### src/rtl/core/smpd_pkg.sv
package smpd_pkg;

  // table depth and derived widths
  localparam int SLOTS      = 10;
  localparam int IDX_W      = $clog2(SLOTS);
  localparam int CNT_W      = IDX_W + 1;
  localparam int MISS_LIMIT = 9;
  localparam int MISS_W     = 4;

  // field widths
  localparam int SMP_W   = 12;
  localparam int GAP_W   = 16;
  localparam int IN_W    = 16;
  localparam int OUT_W   = 56;
  localparam int CFG_A_W = 2;

  // register reset values
  localparam logic [SMP_W-1:0] THR_RESET  = 12'd2200;
  localparam logic [SMP_W-1:0] STOL_RESET = 12'd6;
  localparam logic [GAP_W-1:0] GTOL_RESET = 16'd6;
  localparam logic [SMP_W-1:0] SMP_MAX    = 12'hFFF;

  // register indexes
  localparam logic [CFG_A_W-1:0] CFG_THRESHOLD = 2'd0;
  localparam logic [CFG_A_W-1:0] CFG_SLOPE_TOL = 2'd1;
  localparam logic [CFG_A_W-1:0] CFG_GAP_TOL   = 2'd2;

  // item kinds
  localparam logic ACT_SAMPLE = 1'b0;

  typedef enum logic [1:0] {
    ST_IDLE,
    ST_EVAL,
    ST_SUM,
    ST_OUT
  } state_t;

  typedef struct packed {
    logic capture;
    logic eval;
    logic sum_step;
    logic load_out;
  } dp_cmd_t;

  typedef struct packed {
    logic need_sum;
    logic sum_last;
    logic out_free;
  } dp_status_t;

endpackage

### src/rtl/core/smpd_ctrl.sv
module smpd_ctrl (
  input  logic                 clk,
  input  logic                 rst_n,
  input  logic                 in_tvalid,
  output logic                 in_tready,
  input  smpd_pkg::dp_status_t status,
  output smpd_pkg::dp_cmd_t    cmd
);
  import smpd_pkg::*;

  state_t state_r;
  state_t state_nxt;

  // state register
  always_ff @(posedge clk) begin
    if (!rst_n) begin
      state_r <= ST_IDLE;
    end else begin
      state_r <= state_nxt;
    end
  end

  // next state
  always_comb begin
    state_nxt = state_r;
    case (state_r)
      ST_IDLE: begin
        if (in_tvalid) state_nxt = ST_EVAL;
      end
      ST_EVAL: begin
        state_nxt = status.need_sum ? ST_SUM : ST_OUT;
      end
      ST_SUM: begin
        if (status.sum_last) state_nxt = ST_OUT;
      end
      ST_OUT: begin
        if (status.out_free) state_nxt = ST_IDLE;
      end
      default: begin
        state_nxt = ST_IDLE;
      end
    endcase
  end

  // outputs
  always_comb begin
    cmd       = '0;
    in_tready = 1'b0;
    case (state_r)
      ST_IDLE: begin
        in_tready   = 1'b1;
        cmd.capture = in_tvalid;
      end
      ST_EVAL: begin
        cmd.eval = 1'b1;
      end
      ST_SUM: begin
        cmd.sum_step = 1'b1;
      end
      ST_OUT: begin
        cmd.load_out = status.out_free;
      end
      default: begin
        cmd = '0;
      end
    endcase
  end

  a_load_free: assert property (@(posedge clk) disable iff (!rst_n)
    cmd.load_out |-> status.out_free) else $error("result loaded into a busy slot");
  a_sum_follows: assert property (@(posedge clk) disable iff (!rst_n)
    (cmd.eval && status.need_sum) |=> (state_r == ST_SUM)) else $error("gap sum skipped");
  a_one_cmd: assert property (@(posedge clk) disable iff (!rst_n)
    $onehot0(cmd)) else $error("more than one command at once");

endmodule

### src/rtl/core/smpd_dp.sv
module smpd_dp (
  input  logic                             clk,
  input  logic                             rst_n,
  input  smpd_pkg::dp_cmd_t                cmd,
  output smpd_pkg::dp_status_t             status,
  input  logic [smpd_pkg::IN_W-1:0]        in_tdata,
  input  logic                             in_tuser,
  input  logic                             cfg_valid,
  input  logic [smpd_pkg::CFG_A_W-1:0]     cfg_index,
  input  logic [smpd_pkg::GAP_W-1:0]       cfg_data,
  output logic                             out_tvalid,
  input  logic                             out_tready,
  output logic [smpd_pkg::OUT_W-1:0]       out_tdata,
  output logic                             out_tuser
);
  import smpd_pkg::*;

  // configuration
  logic [SMP_W-1:0] thr_r, thr_nxt;
  logic [SMP_W-1:0] stol_r, stol_nxt;
  logic [GAP_W-1:0] gtol_r, gtol_nxt;

  // captured item
  logic             act_r;
  logic [SMP_W-1:0] smp_r;

  // detector state
  logic [SMP_W-1:0]  prev_r, prev_nxt;
  logic [GAP_W-1:0]  tick_r, tick_nxt;
  logic [SMP_W-1:0]  slope_tab_r [SLOTS];
  logic [SMP_W-1:0]  slope_tab_nxt [SLOTS];
  logic [GAP_W-1:0]  gap_tab_r [SLOTS];
  logic [GAP_W-1:0]  gap_tab_nxt [SLOTS];
  logic [IDX_W-1:0]  slot_r, slot_nxt;
  logic [SMP_W-1:0]  pslope_r, pslope_nxt;
  logic [MISS_W-1:0] miss_r, miss_nxt;
  logic [GAP_W-1:0]  period_r, period_nxt;
  logic [SMP_W-1:0]  level_r, level_nxt;
  logic [SMP_W-1:0]  max_r, max_nxt;
  logic [SMP_W-1:0]  min_r, min_nxt;
  logic              seen_r, seen_nxt;
  logic              upd_r, upd_nxt;

  // gap sum unit
  logic [IDX_W-1:0] k_r;
  logic [GAP_W-1:0] sum_r;
  logic [IDX_W-1:0] hold_idx_r;
  logic [GAP_W-1:0] hold_gap_r;
  logic [SMP_W-1:0] hold_slope_r;
  logic [GAP_W-1:0] sum_add;

  // output slot
  logic             out_valid_r, out_valid_nxt;
  logic [OUT_W-1:0] out_data_r;
  logic             out_user_r;

  // evaluation terms
  logic              crossing;
  logic [SMP_W-1:0]  slope;
  logic [SMP_W-1:0]  slope_diff;
  logic [SMP_W-1:0]  slope0_diff;
  logic [GAP_W-1:0]  gap_diff;
  logic              slope_hit;
  logic              repeat_hit;
  logic              idx_zero;
  logic [CNT_W-1:0]  slot_inc;
  logic              table_full;
  logic [MISS_W-1:0] miss_inc;
  logic              miss_over;
  logic [SMP_W-1:0]  level_dec;

  // crossing and match tests
  always_comb begin
    crossing    = (prev_r < thr_r) && (smp_r >= thr_r);
    slope       = smp_r - prev_r;
    slope_diff  = (slope > pslope_r) ? (slope - pslope_r) : (pslope_r - slope);
    slope0_diff = (slope > slope_tab_r[0]) ? (slope - slope_tab_r[0])
                                           : (slope_tab_r[0] - slope);
    gap_diff    = (tick_r > gap_tab_r[0]) ? (tick_r - gap_tab_r[0])
                                          : (gap_tab_r[0] - tick_r);
    slope_hit   = slope_diff < stol_r;
    idx_zero    = (slot_r == '0);
    repeat_hit  = !idx_zero && (gap_diff < gtol_r) && (slope0_diff < stol_r);
    slot_inc    = {1'b0, slot_r} + CNT_W'(1);
    table_full  = slot_inc >= CNT_W'(SLOTS);
    miss_inc    = miss_r + MISS_W'(1);
    miss_over   = miss_inc > MISS_W'(MISS_LIMIT);
    level_dec   = (level_r == '0) ? '0 : (level_r - SMP_W'(1));
    sum_add     = sum_r + gap_tab_r[k_r];
  end

  // status to the controller
  always_comb begin
    status.need_sum = (act_r == ACT_SAMPLE) && crossing && slope_hit && repeat_hit;
    status.sum_last = ({1'b0, k_r} + CNT_W'(1)) == {1'b0, hold_idx_r};
    status.out_free = !out_valid_r || out_tready;
  end

  // next state of the detector and configuration
  always_comb begin
    thr_nxt       = thr_r;
    stol_nxt      = stol_r;
    gtol_nxt      = gtol_r;
    prev_nxt      = prev_r;
    tick_nxt      = tick_r;
    slope_tab_nxt = slope_tab_r;
    gap_tab_nxt   = gap_tab_r;
    slot_nxt      = slot_r;
    pslope_nxt    = pslope_r;
    miss_nxt      = miss_r;
    period_nxt    = period_r;
    level_nxt     = level_r;
    max_nxt       = max_r;
    min_nxt       = min_r;
    seen_nxt      = seen_r;
    upd_nxt       = upd_r;

    // register writes
    if (cfg_valid) begin
      case (cfg_index)
        CFG_THRESHOLD: thr_nxt  = cfg_data[SMP_W-1:0];
        CFG_SLOPE_TOL: stol_nxt = cfg_data[SMP_W-1:0];
        CFG_GAP_TOL:   gtol_nxt = cfg_data;
        default:       thr_nxt  = thr_r;
      endcase
    end

    // one item: sample or level read
    if (cmd.eval) begin
      upd_nxt = 1'b0;
      if (act_r == ACT_SAMPLE) begin
        prev_nxt  = smp_r;
        seen_nxt  = 1'b1;
        if (smp_r > max_r) max_nxt = smp_r;
        if (smp_r < min_r) min_nxt = smp_r;
        level_nxt = (smp_r > level_r) ? smp_r : level_dec;
        tick_nxt  = tick_r + GAP_W'(1);
        if (crossing) begin
          if (slope_hit) begin
            slope_tab_nxt[slot_r] = slope;
            gap_tab_nxt[slot_r]   = tick_r;
            tick_nxt              = GAP_W'(1);
            if (idx_zero || repeat_hit) begin
              miss_nxt = '0;
              slot_nxt = IDX_W'(1);
            end else if (table_full) begin
              slot_nxt   = '0;
              miss_nxt   = '0;
              pslope_nxt = '0;
            end else begin
              slot_nxt = slot_inc[IDX_W-1:0];
            end
          end else if (slope > pslope_r) begin
            pslope_nxt = slope;
            tick_nxt   = GAP_W'(1);
            miss_nxt   = '0;
            slot_nxt   = '0;
          end else if (miss_over) begin
            slot_nxt   = '0;
            miss_nxt   = '0;
            pslope_nxt = '0;
          end else begin
            miss_nxt = miss_inc;
          end
        end
      end else begin
        level_nxt = level_dec;
      end
    end

    // last gap added: new period, matched crossing becomes the first entry
    if (cmd.sum_step && status.sum_last) begin
      period_nxt       = sum_add;
      upd_nxt          = 1'b1;
      gap_tab_nxt[0]   = hold_gap_r;
      slope_tab_nxt[0] = hold_slope_r;
    end
  end

  // output slot handshake
  always_comb begin
    out_valid_nxt = out_valid_r;
    if (cmd.load_out) begin
      out_valid_nxt = 1'b1;
    end else if (out_tready) begin
      out_valid_nxt = 1'b0;
    end
  end

  // control and detector state registers
  always_ff @(posedge clk) begin
    if (!rst_n) begin
      thr_r       <= THR_RESET;
      stol_r      <= STOL_RESET;
      gtol_r      <= GTOL_RESET;
      prev_r      <= '0;
      tick_r      <= '0;
      for (int i = 0; i < SLOTS; i++) begin
        slope_tab_r[i] <= '0;
        gap_tab_r[i]   <= '0;
      end
      slot_r      <= '0;
      pslope_r    <= '0;
      miss_r      <= '0;
      period_r    <= '0;
      level_r     <= '0;
      max_r       <= '0;
      min_r       <= SMP_MAX;
      seen_r      <= 1'b0;
      upd_r       <= 1'b0;
      out_valid_r <= 1'b0;
    end else begin
      thr_r       <= thr_nxt;
      stol_r      <= stol_nxt;
      gtol_r      <= gtol_nxt;
      prev_r      <= prev_nxt;
      tick_r      <= tick_nxt;
      slope_tab_r <= slope_tab_nxt;
      gap_tab_r   <= gap_tab_nxt;
      slot_r      <= slot_nxt;
      pslope_r    <= pslope_nxt;
      miss_r      <= miss_nxt;
      period_r    <= period_nxt;
      level_r     <= level_nxt;
      max_r       <= max_nxt;
      min_r       <= min_nxt;
      seen_r      <= seen_nxt;
      upd_r       <= upd_nxt;
      out_valid_r <= out_valid_nxt;
    end
  end

  // item capture, gap sum and result payload
  always_ff @(posedge clk) begin
    if (cmd.capture) begin
      act_r <= in_tuser;
      smp_r <= in_tdata[SMP_W-1:0];
    end
    if (cmd.eval) begin
      k_r          <= '0;
      sum_r        <= '0;
      hold_idx_r   <= slot_r;
      hold_gap_r   <= tick_r;
      hold_slope_r <= slope;
    end else if (cmd.sum_step) begin
      k_r   <= k_r + IDX_W'(1);
      sum_r <= sum_add;
    end
    if (cmd.load_out) begin
      out_data_r <= {3'b000, seen_r, min_r, max_r, level_r, period_r};
      out_user_r <= upd_r;
    end
  end

  assign out_tvalid = out_valid_r;
  assign out_tdata  = out_data_r;
  assign out_tuser  = out_user_r;

  a_slot_range: assert property (@(posedge clk) disable iff (!rst_n)
    {1'b0, slot_r} < CNT_W'(SLOTS)) else $error("slot index past table end");
  a_miss_range: assert property (@(posedge clk) disable iff (!rst_n)
    miss_r <= MISS_W'(MISS_LIMIT)) else $error("miss count past limit");
  a_min_max: assert property (@(posedge clk) disable iff (!rst_n)
    seen_r |-> (min_r <= max_r)) else $error("smallest sample above largest");
  a_period_flag: assert property (@(posedge clk) disable iff (!rst_n)
    (cmd.sum_step && status.sum_last) |=> upd_r) else $error("new period not flagged");

endmodule

### src/rtl/core/slope_matched_pitch_detector.sv
// Slope-matched pitch detector for 12-bit microphone samples.
// Input channel in_*: one word per item. in_tuser is the action (0 = new
// sample, 1 = level read that decays the peak level by one), in_tdata[11:0]
// is the sample. Result channel out_*: exactly one word per input word, in
// order; out_tuser flags a freshly measured period.
// Configuration channel cfg_*: index 0 crossing threshold, 1 slope
// tolerance, 2 gap tolerance; cfg_ready is always high. Write only while
// no item is in flight.
// An accepted item is captured and evaluated; when a repeating crossing
// closes a period, the gap sum then adds the logged gaps (1 to SLOTS-1),
// one table entry a cycle, before the result enters the output slot. The
// next item is taken once the result has been loaded into that slot.
// A result waiting for out_tready does not block the next input word; the
// following result waits until the output slot frees up.
// Reset (rst_n low, synchronous) restores the default configuration and
// clears tables, counters, level and statistics; lower starts at 4095.
module slope_matched_pitch_detector (
  input  logic                             clk,
  input  logic                             rst_n,
  input  logic                             in_tvalid,
  output logic                             in_tready,
  input  logic [smpd_pkg::IN_W-1:0]        in_tdata,   // sample[11:0], zero fill
  input  logic                             in_tuser,   // action
  output logic                             out_tvalid,
  input  logic                             out_tready,
  output logic [smpd_pkg::OUT_W-1:0]       out_tdata,  // period, level, upper, lower, seen
  output logic                             out_tuser,  // period_updated
  input  logic                             cfg_valid,
  output logic                             cfg_ready,
  input  logic [smpd_pkg::CFG_A_W-1:0]     cfg_index,
  input  logic [smpd_pkg::GAP_W-1:0]       cfg_data
);
  import smpd_pkg::*;

  dp_cmd_t    cmd;
  dp_status_t status;

  // registers accept a write every cycle
  assign cfg_ready = 1'b1;

  // sequencer
  smpd_ctrl u_ctrl (
    .clk       (clk),
    .rst_n     (rst_n),
    .in_tvalid (in_tvalid),
    .in_tready (in_tready),
    .status    (status),
    .cmd       (cmd)
  );

  // detector datapath and output slot
  smpd_dp u_dp (
    .clk        (clk),
    .rst_n      (rst_n),
    .cmd        (cmd),
    .status     (status),
    .in_tdata   (in_tdata),
    .in_tuser   (in_tuser),
    .cfg_valid  (cfg_valid),
    .cfg_index  (cfg_index),
    .cfg_data   (cfg_data),
    .out_tvalid (out_tvalid),
    .out_tready (out_tready),
    .out_tdata  (out_tdata),
    .out_tuser  (out_tuser)
  );

endmodule

### config.mk
export PLATFORM = sky130hd
export DESIGN_NAME = slope_matched_pitch_detector
export DESIGN_NICKNAME = d
export VERILOG_FILES = /design/src/rtl/core/smpd_pkg.sv /design/src/rtl/core/smpd_ctrl.sv /design/src/rtl/core/smpd_dp.sv /design/src/rtl/core/slope_matched_pitch_detector.sv
export SDC_FILE = /design/constraint.sdc
export NUM_CORES = 1
export LEC_CHECK = 0
export BUFFER_PORTS_ARGS = -buffer_cell sky130_fd_sc_hd__clkbuf_2
export CORE_ASPECT_RATIO = 0.7
export CORE_MARGIN = 4
export CORE_UTILIZATION = 60
export CTS_CLUSTER_DIAMETER = 80
export DETAILED_ROUTE_END_ITERATION = 10
export PLACE_DENSITY = 0.78
export SLEW_MARGIN = 20
export SYNTH_ARGS = -nofsm -noshare
export SYNTH_HDL_FRONTEND = slang
export SYNTH_SLANG_ARGS = --single-unit
export TNS_END_PERCENT = 50
### constraint.sdc
create_clock -name clk -period 8.65 [get_ports clk]
set_input_delay 1.2975 -clock clk [delete_from_list [all_inputs] [get_ports clk]]
set_output_delay 1.2975 -clock clk [all_outputs]
set_load 0.1 [all_outputs]
======== After elaboration in Yosys (flattened, before gate mapping) ========
Cells that the tools add are included.
cells by class
  add/subtract/negate cells ............... 14
  order comparisons ....................... 16
  eq/ne operators ......................... 13
  mux-type cells .......................... 57
  bitwise gates (word level) .............. 3
  reductions and logical operators ........ 33
operators with widths
  cell                   count
  $mux 160               4
  $mux 120               4
  $bwmux 160             1
  $mux 12                12
  $mux 16                8
  $bwmux 120             1
  $bmux 16 s4            1
  $demux 16 s4           1
  $sub 12x12->12         5
  $demux 12 s4           1
  $gt 12x12->1           4
  $lt 12x12->1           4
  $mux 4                 10
  $sub 16x16->16         2
  $add 16x1->16 const B  1
  $add 16x16->16         1
  $gt 16x16->1           1
  $lt 16x16->1           1
  $reduce_and 4->1       4
  $ge 12x12->1           1
  $logic_not 12->1       1
  $sub 12x1->12 const B  1
  $add 4x1->5 const B    2
  $ge 5x5->1 const B     2
  25 further kinds       63
word-level totals
  register bits after elaboration ......... 544
  input port bits ......................... 40
  output and inout bits ................... 60
  word-level logic and storage cells ...... 181

======== Longest topological paths before layout ========
  depth in word-level cells ............... 11
  mapped depth ............................ 37
  depth with buffers taken out ............ 33

======== Hierarchy ========
A second synthesis with hierarchy kept.
second synthesis, totals
  cell total of the unflattened synthesis .. 2567
  area total of the unflattened synthesis .. 24299.6 um^2
by module, submodules not included
  module                        times used  cells an instance  area each (um^2)  sequential area each (um^2)
  smpd_dp                       1           2540               24063.1           9679.3
  smpd_ctrl                     1           25                 225.2             40.0
  slope_matched_pitch_detector  1           2                  11.3              0.0

======== Worst setup path before layout ========
OpenSTA, ideal clock, no wires.
  path kind ............................... register -> register
  start point ............................. register u_dp.smp_r[0]
  end point ............................... register u_dp.miss_r[3]
  arrival time ............................ 6.982 ns
  slack ................................... 1.597 ns
  stages on the path, launching flop included .. 34
  path through ............................ edfxtp_1 inv_1 ha_1 inv_1 fa_1 a21o_1 a21oi_1 o21bai_1 a21oi_1 o21ai_0 a21o_1 a21oi_1 xnor2_1 ha_1 and4_1 o211ai_1 a211oi_1 nor2_1 clkbuf_1 mux2i_1 a2bb2oi_1 a31oi_1 o21ai_0 nand3_1 xor2_1 ha_1 a22o_1 or4_1 nor4_2 nor4_1 or2_0 clkbuf_1 or4_1 a21oi_1
on the way
  longest elaborated chain between the ends .. 8
RTL lines
  element                                               line            text
  from (decl)                                           smpd_dp.sv:25   logic [SMP_W-1:0] smp_r;
  from (signal assigned)                                smpd_dp.sv:237  smp_r <= in_tdata[SMP_W-1:0];
  $sub 12x12->12 (*)                                    smpd_dp.sv:75   slope = smp_r - prev_r;
  named net u_dp.slope[10]                              smpd_dp.sv:59   logic [SMP_W-1:0] slope;
  $sub 12x12->12, or another cell as far along          smpd_dp.sv:78   : (slope_tab_r[0] - slope);
  $mux 12                                               smpd_dp.sv:77   slope0_diff = (slope > slope_tab_r[0]) ? (slope - slope_tab_r[0])
  $lt 12x12->1                                          smpd_dp.sv:83   repeat_hit = !idx_zero && (gap_diff < gtol_r) && (slope0_diff < stol_r);
  $logic_and 1x1->1                                     smpd_dp.sv:83
  $logic_or 1x1->1                                      smpd_dp.sv:143  if (idx_zero || repeat_hit) begin
  $ne 3x3->1 (no line) or $mux 4 (tied branches)        n/a
  $reduce_and 4->1 (no line) or $mux 4 (tied branches)  n/a
  to (signal assigned)                                  smpd_dp.sv:222  miss_r <= miss_nxt;
  to (decl)                                             smpd_dp.sv:36   logic [MISS_W-1:0] miss_r, miss_nxt;
Mark *: on every way through the listed nets, which the timed path passes. The rest lies on a longest branch.
A chain may end at the register's enable or synchronous reset.

======== Worst setup path in the final report ========
  start point ............................. register u_dp.smp_r[0]
  end point ............................... register u_dp.gap_tab_r[31] (netlist bit)
on the way
  longest elaborated chain between the ends .. 5
RTL lines
  element                                         line            text
  $sub 12x12->12 (*)                              smpd_dp.sv:75
  named net u_dp.slope[10]                        smpd_dp.sv:59
  $sub 12x12->12 or $gt 12x12->1 (tied branches)  smpd_dp.sv:76   slope_diff = (slope > pslope_r) ? (slope - pslope_r) : (pslope_r - slope);
  $mux 12 (*)                                     smpd_dp.sv:76
  $lt 12x12->1 (*)                                smpd_dp.sv:81   slope_hit = slope_diff < stol_r;
  $reduce_and 4->1 (no line) (*)                  n/a
  to (signal assigned)                            smpd_dp.sv:219  gap_tab_r <= gap_tab_nxt;
  to (decl)                                       smpd_dp.sv:32   logic [GAP_W-1:0] gap_tab_r [SLOTS];
Marks and branches as above.

==> impl_metrics.toml <==
[pwr]
internal_power_mw = 5.05
total_leakage_power_nw = 11.5
switching_share_pct = 41.2
pwr-share-seq_pct = 29.0
total_power_mw = 8.58
clockPowerShare_pct = 21.6
vdd_drop_max_mv = 0.213
p_comb_share_pct = 49.4
power_density_mw_per_mm2 = 326
switchingPower_mw = 3.53

[floorplan]
core_area_mm2 = 0.0390
dieArea_mm2 = 0.0433
rows = 60
die_h_um = 175
die_w_um = 247
initial_core_util_pct = 61.6
pin_count = 100

[logic_synthesis]
synthTopCellsByCount = "337 x dfxtp_1, 278 x nor2_1, 235 x mux2i_1"
yosysTopAreaCell = "dfxtp_1"
synth_top_area_share_pct = 28.1
synth_cell_type_count = 85
yosysMostFrequentCell = "dfxtp_1"
syn_area_mm2 = 0.0240
ys_async_sr_fraction_pct = 0
synthTopCellsByArea = "dfxtp_1 28%, edfxtp_1 12%, ha_1 11%"
syn_area_per_cell_um2 = 9.53
synth-edff-count = 99
ys.flop_type = "dfxtp_1"
netlist_instances = 2517
synth_seq_cells = 436
ys_seq_area_share_pct = 40.5
synth-warning-count = 0

[placed_design]
portBuffers = 91
placed_area_mm2 = 0.0249
dp_slack_ps = 241
gp_congestion = 0.925
dp_hpwl_mm = 42.3

[outcome]
status = "complete, no violations"

[global_route]
grt-ovfl-total = 0
grt_pass1_wl_mm = 95.4
grt_max_degree = 171
grt_antenna_before_repair = 0
grt_usage_pct = 27.0
grt_pass1_vias = 17800

[worst_setup_path]
cp_common_cell = "a21oi_1"
worstPathRequired_ps = 9060
critPathCaptureType = "register"
startpoint_type = "register"
slowest_delay_ps = 580
arrival_ps = 8640
crit_slowest_cell = "nand3_2"
path_max_fanout = 33
path_class = "reg -> reg"

[finish]
diodes = 0
drive_above_1_share_pct = 11.1
nNetsFinal = 2810
area_growth_syn_to_layout_pct = 9.60
final_area_mm2 = 0.0263
final_core_util_pct = 67.5

[cts]
cts_buffer_depth = 3
ctsHoldBuffers = 0
root_buffer = "clkbuf_16"
clkTransAtPathRegs_ps = 60
clk_latency_ps = 580
cts_sinks = 436
cts_tree = "done"
cts_setup_buffers = 0
htree_levels = 2
cts_made_buffers = 42

[timing]
worst_pin_slew_ps = 1020
slew_violations = 0
post-route-period-util_pct = 95.1
rsz0062_at_grt = "yes"
setup_violations = 0
final.min_clock_period_ps = 8230
timing.final.ws_setup_ps = 423
fmax_mhz = 122
hold_viol = 0
max_slew_margin_pct = 31.9
clock_skew_ps = 35.0

[flow_run]
max_cap_viol_count = 0

[route]
via_per_inst = 6.02
post_drt_wl_per_cell_um = 19.3
drtPass1Iterations = 5
first_iter_violations = 1598
routed_wirelength_mm = 60.0
drtAntennaViolNets = 0
via_count = 18700
drc = 0

[hold_path]
hold_path.class = "reg -> reg"
-- path summary, 6_finish.rpt --
kind,start,to,slack (ps),cells after the start
max,u_dp.smp_r[0],u_dp.gap_tab_r[31],420,34
min,u_dp.max_r[7],u_dp.out_tdata[35],430,0
min reg2reg,u_dp.max_r[7],u_dp.out_tdata[35],430,0
max reg2reg,u_dp.smp_r[0],u_dp.gap_tab_r[31],420,34
-- cells by family after synthesis --
group           Yosys count  share of synthesized area, %
buf+inv                 329                          5.43
fa+ha+maj               219                          11.7
compound gates          426                          11.7
xor+xnor                 81                          2.96
simple gates            739                          14.0
other cells               2                        0.0313
flops                   436                          40.5
mux                     285                          13.7
-- registers in the layout, summed over array words and instances, names as in the netlist, 4 cells and up --
name and flops:
u_dp.gtol_r 16, u_dp.smp_r 12, u_dp.period_r 16, u_dp.stol_r 12, u_dp.max_r 12, u_dp.slope_tab_r 12, u_dp.hold_gap_r 16, u_dp.gap_tab_r 160
u_dp.prev_r 12, u_dp.hold_slope_r 12, u_dp.k_r 4, u_dp.tick_r 16, u_dp.miss_r 4, u_dp.thr_r 12, u_dp.sum_r 16, u_dp.level_r 12
u_dp.out_tdata 53, u_dp.pslope_r 12, u_dp.min_r 12, u_dp.hold_idx_r 4, u_dp.slot_r 4
-- layer usage --
layer / vias up / GRT usage [%] / routed length, um
met4: 0 / 5.91 / 1050
li1: 8891 / - / -
met1: 9082 / 41.9 / 28900
met2: 661 / 40.2 / 25600
met3: 83 / 3.74 / 4520
met5: - / 0 / 0
-- area by class of cell --
class | instances | area (um^2)
multi-input cells | 1754 | 13000
fillers | 2980 | 12700
flip-flops and latches | 436 | 9720
clock buffers | 57 | 1210
repair buffers | 135 | 786
inverters | 182 | 691
well taps | 527 | 659
clock inverters | 20 | 178
-- what timing repair did --
item,in CTS,in global routing
gates resized for setup,0,3
endpoints found under the hold margin,0,0
endpoints found under the setup margin,0,68
-- worst max-delay path, delay by kind of cell, from the launching register on --
kind / cells / cell delay, ps
simple gates: 7 / 1440
compound gates: 15 / 2850
fa+ha+maj: 4 / 1360
buf+inv: 4 / 900
xor+xnor: 2 / 370
mux: 2 / 680
flops: 1 / 460
-- cell usage in the layout (no fill, tap or decap), types with 9 or more instances in the layout --
cell       synthesis  final
a211oi_1           9      9
a21o_1            48     48
a21oi_1          130    130
a311oi_1          28     27
and2_1             9      9
buf_4              5     44
clkbuf_16          0     44
clkbuf_2           1     91
dfxtp_1          337    336
edfxtp_1          99     99
ha_1             211    210
inv_1            182    181
mux2_2            14     14
mux2i_1          235    235
mux4_2            32     32
nand2_1          217    216
nand2b_1          20     20
nand3_1           66     66
nand4_1           30     30
nor2_1           278    276
nor2b_1           25     23
nor3_1            28     28
o211ai_1          25     25
o21a_1            15     15
o21ai_0           64     64
o22ai_1           17     17
o31ai_1           21     21
or3_1             11     11
xnor2_1           53     52
xor2_1            28     28
-- metrics by stage --
stage | std cells | TNS, ps | hold WS (ps)
2_1_floorplan | 2519 | 0 | 400
3_3_place_gp | 3034 | 0 | 411
3_5_place_dp | 3034 | 0 | 414
4_1_cts | 3111 | 0 | 429
5_1_grt | 3111 | -1300 | 444
6_report | 3111 | 0 | 429
-- power by group through the flow --
| stage | logic, mW | registers, mW | clock network [mW] |
|---|---|---|---|
| after floorplan | 3.01 | 2.58 | 0 |
| after global placement | 4.01 | 2.52 | 0 |
| after detailed placement | 4.12 | 2.53 | 0 |
| after CTS | 4.16 | 2.49 | 1.88 |
| after global routing | 4.65 | 2.51 | 1.96 |
| final | 4.24 | 2.49 | 1.85 |
Note: power is estimated with default switching activity, not from simulation.
